## src/rtl/mtg_pkg.sv

```systemverilog
// Shared types and constants of the MT19937 generator.
package mtg_pkg;

    localparam int ADDR_W = 10;

    typedef logic [ADDR_W-1:0] addr_t;
    typedef logic [31:0]       word_t;

    localparam addr_t STATE_WORDS  = 10'd624;
    localparam addr_t LAST_WORD    = 10'd623;
    localparam addr_t TWIST_OFFSET = 10'd397;
    localparam addr_t WRAP_OFFSET  = 10'd227;

    localparam word_t INIT_MULT = 32'd1812433253;
    localparam word_t TWIST_XOR = 32'h9908_b0df;
    localparam word_t TEMPER_B  = 32'h9d2c_5680;
    localparam word_t TEMPER_C  = 32'hefc6_0000;
    localparam word_t LOW_BITS  = 32'h7fff_ffff;
    localparam word_t HIGH_BIT  = 32'h8000_0000;

    localparam logic REQ_GENERATE = 1'b0;
    localparam logic REQ_RESEED   = 1'b1;

    typedef enum logic [1:0] {
        ALU_SEED_MUL,
        ALU_SEED_ADD,
        ALU_TWIST,
        ALU_TEMPER
    } alu_op_t;

    typedef struct packed {
        logic    en;
        alu_op_t op;
        addr_t   idx;
    } alu_ctrl_t;

    typedef struct packed {
        logic  we;
        addr_t waddr;
        logic  re;
        addr_t raddr_a;
        addr_t raddr_b;
    } ram_ctrl_t;

endpackage

```

## src/rtl/mtg_alu.sv

```systemverilog
// Shared arithmetic unit: seeding multiply and add, twist mix and tempering.
module mtg_alu (
    input  logic                clk,
    input  mtg_pkg::alu_ctrl_t  ctrl,
    input  mtg_pkg::word_t      a,
    input  mtg_pkg::word_t      b,
    input  mtg_pkg::word_t      c,
    output mtg_pkg::word_t      result
);
    import mtg_pkg::*;

    word_t result_reg;
    word_t result_next;

    function automatic word_t twist_mix(word_t cur, word_t nxt, word_t far);
        word_t y;
        word_t m;
        y = (cur & HIGH_BIT) | (nxt & LOW_BITS);
        m = (y >> 1) ^ (y[0] ? TWIST_XOR : '0);
        return far ^ m;
    endfunction

    function automatic word_t temper(word_t w);
        word_t y;
        y = w;
        y = y ^ (y >> 11);
        y = y ^ ((y << 7) & TEMPER_B);
        y = y ^ ((y << 15) & TEMPER_C);
        y = y ^ (y >> 18);
        return y;
    endfunction

    always_comb
    begin
        unique case (ctrl.op)
            ALU_SEED_MUL: result_next = INIT_MULT * (a ^ (a >> 30));
            ALU_SEED_ADD: result_next = a + {{(32-ADDR_W){1'b0}}, ctrl.idx};
            ALU_TWIST:    result_next = twist_mix(a, b, c);
            ALU_TEMPER:   result_next = temper(a);
            default:      result_next = a;
        endcase
    end

    always_ff @(posedge clk)
    begin
        if (ctrl.en)
        begin
            result_reg <= result_next;
        end
    end

    assign result = result_reg;

endmodule

```

## config.mk

```make
export PLATFORM = sky130hd
export DESIGN_NAME = mtg_alu
export DESIGN_NICKNAME = d
export VERILOG_FILES = /design/src/rtl/mtg_pkg.sv /design/src/rtl/mtg_alu.sv
export SDC_FILE = /design/constraint.sdc
export NUM_CORES = 1
export LEC_CHECK = 0
export BUFFER_PORTS_ARGS = -buffer_cell sky130_fd_sc_hd__buf_2
export CORE_ASPECT_RATIO = 0.75
export CORE_MARGIN = 5
export CORE_UTILIZATION = 55
export CTS_BUF_LIST = sky130_fd_sc_hd__clkbuf_16
export DETAILED_ROUTE_END_ITERATION = 8
export GPL_TIMING_DRIVEN = 0
export PLACE_DENSITY = 0.78
export SETUP_SLACK_MARGIN = 0.2
export SLEW_MARGIN = 5
export SYNTH_ARGS = -nofsm -noshare
export SYNTH_HDL_FRONTEND = slang
export SYNTH_SLANG_ARGS = --single-unit
```

## constraint.sdc

```tcl
create_clock -name clk -period 14.21 [get_ports clk]
set_input_delay 2.842 -clock clk [delete_from_list [all_inputs] [get_ports clk]]
set_output_delay 2.842 -clock clk [all_outputs]
set_load 0.02 [all_outputs]
```

# Word level (Yosys, flattened, before mapping)
# Index checks and enable logic that the tools add are counted.
[classes] add_sub_neg=1 n_mul=1 n_eq_ne=3 n_mux=2 bitwise=8 reduce_logical=1
[ops] cell="case mux 32 bit (4 select lines)" count=1
[ops] cell="XOR 32 bit" count=3
[ops] cell="adder 32 x 10 -> 32 bit" count=1
[ops] cell="multiplier 31 x 32 -> 32 bit, first input constant" count=1
[ops] cell="two-way mux 32 bit" count=1
[ops] cell="OR 32 x 31 -> 32 bit" count=1
[ops] cell="XOR 31 x 32 -> 32 bit" count=1
[ops] cell="XOR 32 x 14 -> 32 bit" count=1
[ops] cell="XOR 32 x 2 -> 32 bit" count=1
[ops] cell="XOR 32 x 21 -> 32 bit" count=1
[ops] cell="== test 2 bit, second input constant" count=2
[ops] cell="== test 2 x 1 -> 1 bit, second input constant" count=1
[ops] cell="logical NOT 2 bit" count=1
[word_totals] register_bits=32 input_bits=110 output_inout_bits=32

# Longest topological paths before layout
# Gate-level depths: netlist (run 1).
[logic_depth] word_depth=5 mapped_depth=26

# Least setup slack after synthesis (run 1)
# Ideal clock, no wire load.
[synth_path] path_kind="input to register" from="input a[30]" to="register result_reg[31], in the netlist result[31] (data pin)" arrival_time_ns=8.864 setup_slack_ns=5.074 stages=26 n_path_buf=1 cell_sequence="clkbuf_1 > xor2_1 > xor2_1 > ha_1 > or2_2 > ha_1 > inv_1 > fa_1 > inv_1 > ha_1 > fa_1 > fa_1 > fa_1 > inv_1 > fa_1 > inv_1 > ha_1 > nand2_1 > nor2_1 > a211o_1 > a311oi_1 > o21ai_0 > a21oi_1 > o21ai_1 > xnor2_1 > o211ai_1"
[synth_between] elab_chain_len=3 word_cells_on_any_way=4
[synth_lines] item="from (decl)" line="mtg_alu.sv:5" source="input mtg_pkg::word_t a,"
[synth_lines] item="XOR 32 x 2 -> 32 bit" line="mtg_alu.sv:36" source="ALU_SEED_MUL: result_next = INIT_MULT * (a ^ (a >> 30));"
[synth_lines] item="multiplier 31 x 32 -> 32 bit" line="mtg_alu.sv:36"
[synth_lines] item="case mux 32 bit (4 select lines) *" line="mtg_alu.sv:35" source="unique case (ctrl.op)"
[synth_lines] item="via result_next[31]" line="mtg_alu.sv:13" source="word_t result_next;"
[synth_lines] item="to (signal assigned)" line="mtg_alu.sv:48" source="result_reg <= result_next;"
[synth_lines] item="to (decl)" line="mtg_alu.sv:12" source="word_t result_reg;"
# Mark *: on every way through the listed nets, which the timed path passes. The rest lies on a longest branch.
# A chain may end at the register's enable or synchronous reset.

# Worst setup path after layout (run 1)
# Ends and elaborated chain as after synthesis.

==> flow_metrics.tcl, run 1 <==
set metrics [dict create \
    post_cts_buffers 0 \
    initial_core_util_pct 56.6 \
    port_buffers 138 \
    startpoint_type "primary input" \
    drive_above_1_share_pct 13.5 \
    vias_per_cell 5.71 \
    place_congestion 0.950 \
    worst_pin_slew_ns 1.40 \
    cts_hold_buf 0 \
    cts_tree "done" \
    dieArea_sq_um 23100 \
    die_w_um 174 \
    fillers 1648 \
    timing.fmax_mhz 91.9 \
    max-slew-margin-rel_pct 6.14 \
    endpoint_kind "register" \
    synth_nets 1595 \
    pin_count 142 \
    ys_types 56 \
    diodes 0 \
    period_needed_ns 10.88 \
    drc 0 \
    nets 1740 \
    post_drt_wl_per_cell_um 21.0 \
    crit_top_cell "fa_1" \
    cts-htree-levels 2 \
    max_cap_viol_count 0 \
    worst_ep_required_time_ns 14.21 \
    cts_resized 0 \
    overflow 0 \
    ant_nets 0 \
    maxSlewViolCount 0 \
    synthFlopType "edfxtp_1" \
    cp_max_fo 9 \
    synth_area_sq_um 11100 \
    ys_ff_latch 32 \
    grt_max_degree 33 \
    min_path_type "in2reg" \
    core_area_sq_um 19500 \
    synthArstFlopShare_pct 0 \
    cts.reportedPaths.clkPinSlew_ns 0.05 \
    post-dp-hpwl_um 26900 \
    grt_antenna_before_repair 0 \
    vias 8659 \
    rows 44 \
    cts_buffers 5 \
    grt_pass1_vias 9152 \
    wl_um 31800 \
    fin_crit_sh_pct 76.5 \
    first_pass_iters 6 \
    synth.avg_cell_area_sq_um 9.89 \
    clock_path_buffers 2 \
    rsz0062_at_grt "no" \
    dieHeight_um 133 \
    grt_use_total_pct 27.9 \
    synth-edff-count 32 \
    cpMaxStageDelayCell "xor2_1" \
    clock_sinks 32 \
    final-seq-area_sq_um 961 \
    synth_warnings 0 \
    arrival_ns 10.88 \
    syn_inst 1118 \
    worstSetupPathType "in2reg" \
    dr.first_iter.drc_count 876 \
    area_delta_synth_final_pct 10.6 \
    synth-seq-area-share_pct 8.69 \
    cts-root-buf "clkbuf_16" \
    status "complete, no violations" \
    multi_input_area_sq_um 9120 \
    largest_reg_flops 32 \
    setup_tns_ns 0 \
    cpPeakStageDelay_ns 1.07 \
    finalHoldViolCount 0 \
    grt_pass1_wl_um 50200 \
    finalSetupViolations 0 \
]
-- stage by stage --
stage               utilization, %  std cells  cell area [sq um]  setup WS [ns]  hold WS (ns)
floorplan                        -       1118              11100           5.07          2.95
global placement              61.7       1509              12100           3.33          3.29
detailed placement            61.7       1509              12100           3.27          3.29
CTS                           62.6       1517              12200           3.55          3.04
global route                  62.6       1517              12200           3.03          3.07
finish                        62.6       1517              12200           3.33          3.04
-- layout by cell type, fill, tap and decap left out, drive strengths merged, types with 3 or more instances in the layout --
master  count
a311oi      3
a211oi      7
nor3        8
nand2      41
mux4       11
nand2b      3
edfxtp     32
o21bai      4
a21o       14
nand4       4
xor2       63
a21oi      33
xnor2     122
clkbuf     22
buf       143
fa        147
o21a        4
nor2       25
o221ai      6
nand3      10
a31oi       4
a22oi       3
inv       236
a211o       4
and3        8
nor2b       5
and2        4
ha        220
or3         3
o211ai     15
o21ai      32
-- critical path: cells and delay by family --
| kind | cells | cell delay (ns) |
|---|---|---|
| xor+xnor | 3 | 1.97 |
| simple gates | 3 | 0.43 |
| compound gates | 6 | 1.34 |
| buf+inv | 6 | 0.66 |
| fa+ha+maj | 9 | 3.63 |
-- cell families (layout without fill, tap and decap cells) --
kind of cell,after synthesis,count (layout),share of synthesized area (%)
multiplexers,11,11,2.24
XOR/XNOR,185,185,14.7
buffers and inverters,259,405,8.82
adder cells (fa/ha/maj),367,367,51.5
AND/OR/NAND/NOR,120,120,5.29
AO/OA/AOI/OAI,144,144,8.80
flip-flops,32,32,8.69
-- per-layer routing --
metal	global-route usage, %	routed length (um)	share of wire [%]	up-vias
li1	-	-	-	3964
met1	39.6	13500	43	4153
met2	43.7	14000	44	471
met3	5.70	3360	11	71
met4	8.18	896	2.8	0
met5	0	0	0	-
-- layout make-up --
cell class                 instances  area share (%)
multi-input combinational        827            74.6
sequential                        32            7.85
inverter                         237            7.27
timing repair buffer             138            5.65
tap                              253            2.59
clock buffer                       5            1.02
buffer                            22           0.706
clock inverter                     3           0.348
-- Yosys cell counts (3+ instances only) --
cell type / count / share of area [%]
nand2_1: 41 / 1.4
a211oi_1: 6 / 0.41
a211o_1: 4 / 0.32
xnor2_1: 122 / 9.7
a21oi_1: 30 / 1.4
o21ai_0: 19 / 0.86
o21bai_1: 4 / 0.27
and2_1: 4 / 0.23
o221ai_1: 6 / 0.48
a31oi_1: 4 / 0.23
buf_2: 3 / 0.14
nand4_1: 4 / 0.23
a311oi_1: 3 / 0.24
a21o_1: 14 / 0.95
nand3_1: 10 / 0.45
nor2b_1: 5 / 0.28
or3_1: 3 / 0.17
xor2_1: 63 / 5.0
edfxtp_1: 32 / 8.7
mux4_2: 11 / 2.2
nor2_1: 25 / 0.85
ha_1: 220 / 25
clkbuf_1: 17 / 0.58
nand2b_1: 3 / 0.17
o21ai_1: 13 / 0.59
a22oi_1: 3 / 0.20
o211ai_1: 15 / 1.0
fa_1: 147 / 27
inv_1: 236 / 8.0
and3_1: 8 / 0.45
nor3_1: 6 / 0.27
o21a_1: 4 / 0.27
-- worst paths after layout --
check,end,start,cells after the start,slack [ns]
setup / recovery,result[31],a[30],27,3.33
hold / removal,result[1],a[1],3,3.04
Power of run 1 is not shown: default switching activity piles up to over one toggle a cycle in this logic, so the estimate is an artifact.
==> run 2, diff against run 1 <==
--- a/config.mk
+++ b/config.mk
@@ -5,6 +5,7 @@
 export SDC_FILE = /design/constraint.sdc
 export NUM_CORES = 1
 export LEC_CHECK = 0
+export ABC_AREA = 1
 export BUFFER_PORTS_ARGS = -buffer_cell sky130_fd_sc_hd__buf_2
 export CORE_ASPECT_RATIO = 0.75
 export CORE_MARGIN = 5
==> constraint.sdc (replaced) <==
create_clock -name clk -period 11 [get_ports clk]
set_input_delay 2.2 -clock clk [delete_from_list [all_inputs] [get_ports clk]]
set_output_delay 2.2 -clock clk [all_outputs]
set_load 0.02 [all_outputs]
==> flow_metrics.tcl, run 2 <==
set metrics [dict create \
    synth.avg_cell_area_sq_um 8.24 \
    hold-worst-slack_ns 2.36 \
    min_path_type "in2reg" \
    ant_nets 0 \
    grt_pass1_vias 10400 \
    synth-edff-count 32 \
    drive_above_1_share_pct 11.2 \
    final_cell_mix "329 x inv_1, 221 x nand2_1, 220 x ha_1" \
    core_area_sq_um 21100 \
    cts_hold_buf 0 \
    synth_nets 1906 \
    synth.most_common_cell "inv_1" \
    layout_commonest_cell "inv_1" \
    crit_top_cell "inv_1" \
    post_cts_buffers 0 \
    grt_use_total_pct 31.6 \
    fin_crit_sh_pct 81.9 \
    place_congestion 1.05 \
    global_route.usage.met1_pct 47.2 \
    utilization_pct 61.4 \
    cts_buffers 5 \
    synth-seq-area-share_pct 8.16 \
    synth_warnings 0 \
    crit_family "adder cells" \
    cts.reportedPaths.clkPinSlew_ns 0.05 \
    worst_pin_slew_ns 1.04 \
    cts_resized 0 \
    first_pass_iters 6 \
    worst_ep_required_time_ns 11.11 \
    die_w_um 179 \
    initial_core_util_pct 55.8 \
    grt_max_degree 33 \
    ys_top_cells_by_count "328 x inv_1, 221 x nand2_1, 220 x ha_1" \
    yosys-top-cells-area "fa_1 25%, ha_1 23%, inv_1 10%" \
    nets 2051 \
    dr.first_iter.drc_count 1120 \
    cp_max_fo 8 \
    fin_cells 1862 \
    post_drt_wl_per_cell_um 20.4 \
    clock_path_buffers 2 \
    cpMaxStageDelayCell "xnor2_1" \
    arrival_ns 9.12 \
    cts-root-buf "clkbuf_16" \
    maxSlewViolCount 0 \
    ys_types 45 \
    ys_ff_latch 32 \
    syn_inst 1429 \
    cts-htree-levels 2 \
    yosysTopAreaCell "fa_1" \
    diodes 0 \
    dieArea_sq_um 24500 \
    drc 0 \
    max-slew-margin-rel_pct 30.3 \
    worstSetupPathType "in2reg" \
    cpPeakStageDelay_ns 0.84 \
    grtUsageMet2_pct 46.7 \
    dieHeight_um 137 \
    dp_cells 1855 \
    synth_top_area_share_pct 25.0 \
    area_delta_synth_final_pct 10.1 \
    pin_count 142 \
    overflow 0 \
    cts_tree "done" \
    post-dp-hpwl_um 32000 \
    startpoint_type "primary input" \
    timing.fmax_mhz 111 \
    wl_um 38100 \
    grt_busiest_layer "met1" \
    vias 10400 \
    clock_sinks 32 \
    largest_reg_flops 32 \
    status "complete, no violations" \
    synthFlopType "edfxtp_1" \
    grt_pass1_wl_um 58100 \
    critPathBufInv 7 \
    finalSetupViolations 0 \
    finalHoldViolCount 0 \
    port_buffers 138 \
    rows 46 \
    vias_per_cell 5.60 \
    max_cap_viol_count 0 \
    synthArstFlopShare_pct 0 \
    setup_tns_ns 0 \
    grt_antenna_before_repair 0 \
    endpoint_kind "register" \
    use_met3_pct 7.21 \
    rsz0062_at_grt "no" \
    period_needed_ns 9.01 \
    synth_area_sq_um 11800 \
]
## run 2: layout make-up
type                       instances  area, sq um
buffer                            17         82.6
sequential                        32          961
clock inverter                     2         8.76
fill                            1873         8160
clock buffer                       5          125
multi-input combinational       1051         9500
tap                              288          360
inverter                         329         1230
timing repair buffer             138          691
## run 2: path summary, 6_finish.rpt
| path | cells after the start | from | end |
|---|---|---|---|
| hold / removal | 3 | b[12] | result[11] |
| setup / recovery | 27 | a[31] | result[24] |
## run 2: kinds of logic after synthesis
group	share of synthesized area (%)
simple gates	13.6
fa+ha+maj	48.4
buf+inv	11.2
compound gates	9.74
xor+xnor	8.91
flops	8.16
## run 2: tightest hold or removal path: stages
cell     delay [ns]
buf_2          0.08
o21ai_0        0.12
nand4_1        0.12
## run 2: per-stage QoR
stage / worst slack, ns / instance area [sq um]
3_3_place_gp: 1.89 / 12800
6_report: 1.99 / 13000
3_5_place_dp: 1.87 / 12800
2_1_floorplan: 3.19 / 11800
4_1_cts: 2.13 / 13000
5_1_grt: 1.76 / 13000
## run 2: metal layers
layer  routed length (um)  up-vias
li1                     -     4872
met1                16600     4892
met2                15500      592
met3                 4960       77
met4                 1020        0
met5                    0        -
Power of run 2 is left out for the same reason.
==> run 3, diff against run 2 <==
--- a/config.mk
+++ b/config.mk
@@ -13,7 +13,7 @@
 export CTS_BUF_LIST = sky130_fd_sc_hd__clkbuf_16
 export DETAILED_ROUTE_END_ITERATION = 8
 export GPL_TIMING_DRIVEN = 0
-export PLACE_DENSITY = 0.78
+export PLACE_DENSITY = 0.81
 export SETUP_SLACK_MARGIN = 0.2
 export SLEW_MARGIN = 5
 export SYNTH_ARGS = -nofsm -noshare
==> constraint.sdc (replaced) <==
create_clock -name clk -period 7.7 [get_ports clk]
set_input_delay 1.54 -clock clk [delete_from_list [all_inputs] [get_ports clk]]
set_output_delay 1.54 -clock clk [all_outputs]
set_load 0.02 [all_outputs]
==> flow_metrics.tcl, run 3 (synthesis results as in run 2) <==
set metrics [dict create \
    post_drt_wl_per_cell_um 20.5 \
    diodes 0 \
    core_area_sq_um 21100 \
    port_buffers 138 \
    worst_slack_ns 0.309 \
    nets 2057 \
    grt_use_total_pct 31.7 \
    first_pass_iters 7 \
    initial_core_util_pct 55.8 \
    cts_tree "done" \
    dieArea_sq_um 24500 \
    min_path_type "in2reg" \
    post-dp-hpwl_um 32400 \
    grt_pass1_vias 10400 \
    worst_ep_required_time_ns 7.85 \
    crit_top_cell "fa_1" \
    crit_family "adder cells" \
    overflow 0 \
    layout_commonest_cell "inv_1" \
    dr.first_iter.drc_count 976 \
    hold-worst-slack_ns 1.63 \
    pin_count 142 \
    rows 46 \
    cpMaxStageDelayCell "fa_1" \
    wl_um 38300 \
    endpoint_kind "register" \
    status "complete, no violations" \
    critPathBufInv 6 \
    finalHoldViolCount 0 \
    post-place-ws_ns -0.878 \
    drive_above_1_share_pct 13.0 \
    cts-htree-levels 2 \
    drc 0 \
    ant_nets 0 \
    area_delta_synth_final_pct 11.9 \
    grt_antenna_before_repair 0 \
    clock_path_buffers 2 \
    cts-root-buf "clkbuf_16" \
    dp_cells 1855 \
    fin_cells 1868 \
    cts_buffers 5 \
    vias_per_cell 5.57 \
    largest_reg_flops 32 \
    arrival_ns 7.54 \
    cp_max_fo 11 \
    timing.fmax_mhz 135 \
    clock_sinks 32 \
    setup_tns_ns 0 \
    finalSetupViolations 0 \
    worst_pin_slew_ns 0.774 \
    max-slew-margin-rel_pct 48.4 \
    worst-path-stages 25 \
    final_cell_mix "327 x inv_1, 221 x nand2_1, 212 x ha_1" \
    cts.reportedPaths.clkPinSlew_ns 0.06 \
    startpoint_type "primary input" \
    place_congestion 1.03 \
    fin_crit_sh_pct 96.0 \
    die_w_um 179 \
    cts_hold_buf 0 \
    fillers 1873 \
    vias 10400 \
    cpPeakStageDelay_ns 0.52 \
    crit_start "a[16]" \
    grt_pass1_wl_um 58200 \
    worstSetupPathType "in2reg" \
    maxSlewViolCount 0 \
    cp-endpoint "result[26]" \
    period_needed_ns 7.39 \
    dieHeight_um 137 \
    max_cap_viol_count 0 \
    rsz0062_at_grt "yes" \
    grt_max_degree 33 \
]
[run 3: changes by cell type in the layout (fill, tap and decap cells not counted), moves of 6 or more]
cell / previous run / this run
buf_2: 141 / 131
buf_4: 1 / 7
clkbuf_4: 0 / 6
ha_1: 220 / 212
ha_2: 0 / 6
[run 3: how the worst min path moves through the flow]
stage                         from    endpoint  slack (ns)  cells past startpoint
after floorplan           ctrl[12]   result[0]        1.65                      0
after global placement       c[17]  result[17]        1.92                      3
after detailed placement     c[17]  result[17]        1.92                      3
after CTS                    c[17]  result[17]        1.63                      3
after global routing         c[17]  result[17]        1.64                      3
final                        c[17]  result[17]        1.63                      3
[run 3: through the flow]
step | instance area, sq um | utilization, %
after floorplan | 11800 | -
after detailed placement | 12800 | 60.7
after global routing | 13200 | 62.4
after global placement | 12800 | 60.7
after CTS | 13100 | 61.8
final | 13200 | 62.4
[run 3: repair_timing]
item                       4_1_cts  5_1_grt
gates resized for setup         13       30
setup endpoints to repair       14       12
setup buffers                    4        2
pin swaps                        2        6
[run 3: metal layers]
metal | share of wire (%) | wire, um | track usage, %
met3 | 12 | 4530 | 7.48
met4 | 2.1 | 820 | 6.86
met2 | 42 | 16000 | 47.5
met1 | 44 | 16900 | 47.0
met5 | 0 | 0 | 0
[run 3: cell type report]
cell class	count	area, sq um	area share (%)
tap	288	360	2.73
buffer	17	88.8	0.674
multi-input combinational	1051	9620	73.0
clock inverter	2	8.76	0.0665
clock buffer	5	125	0.950
timing repair buffer	144	769	5.84
inverter	329	1240	9.40
sequential	32	961	7.29
Power of run 3 is left out for the same reason.
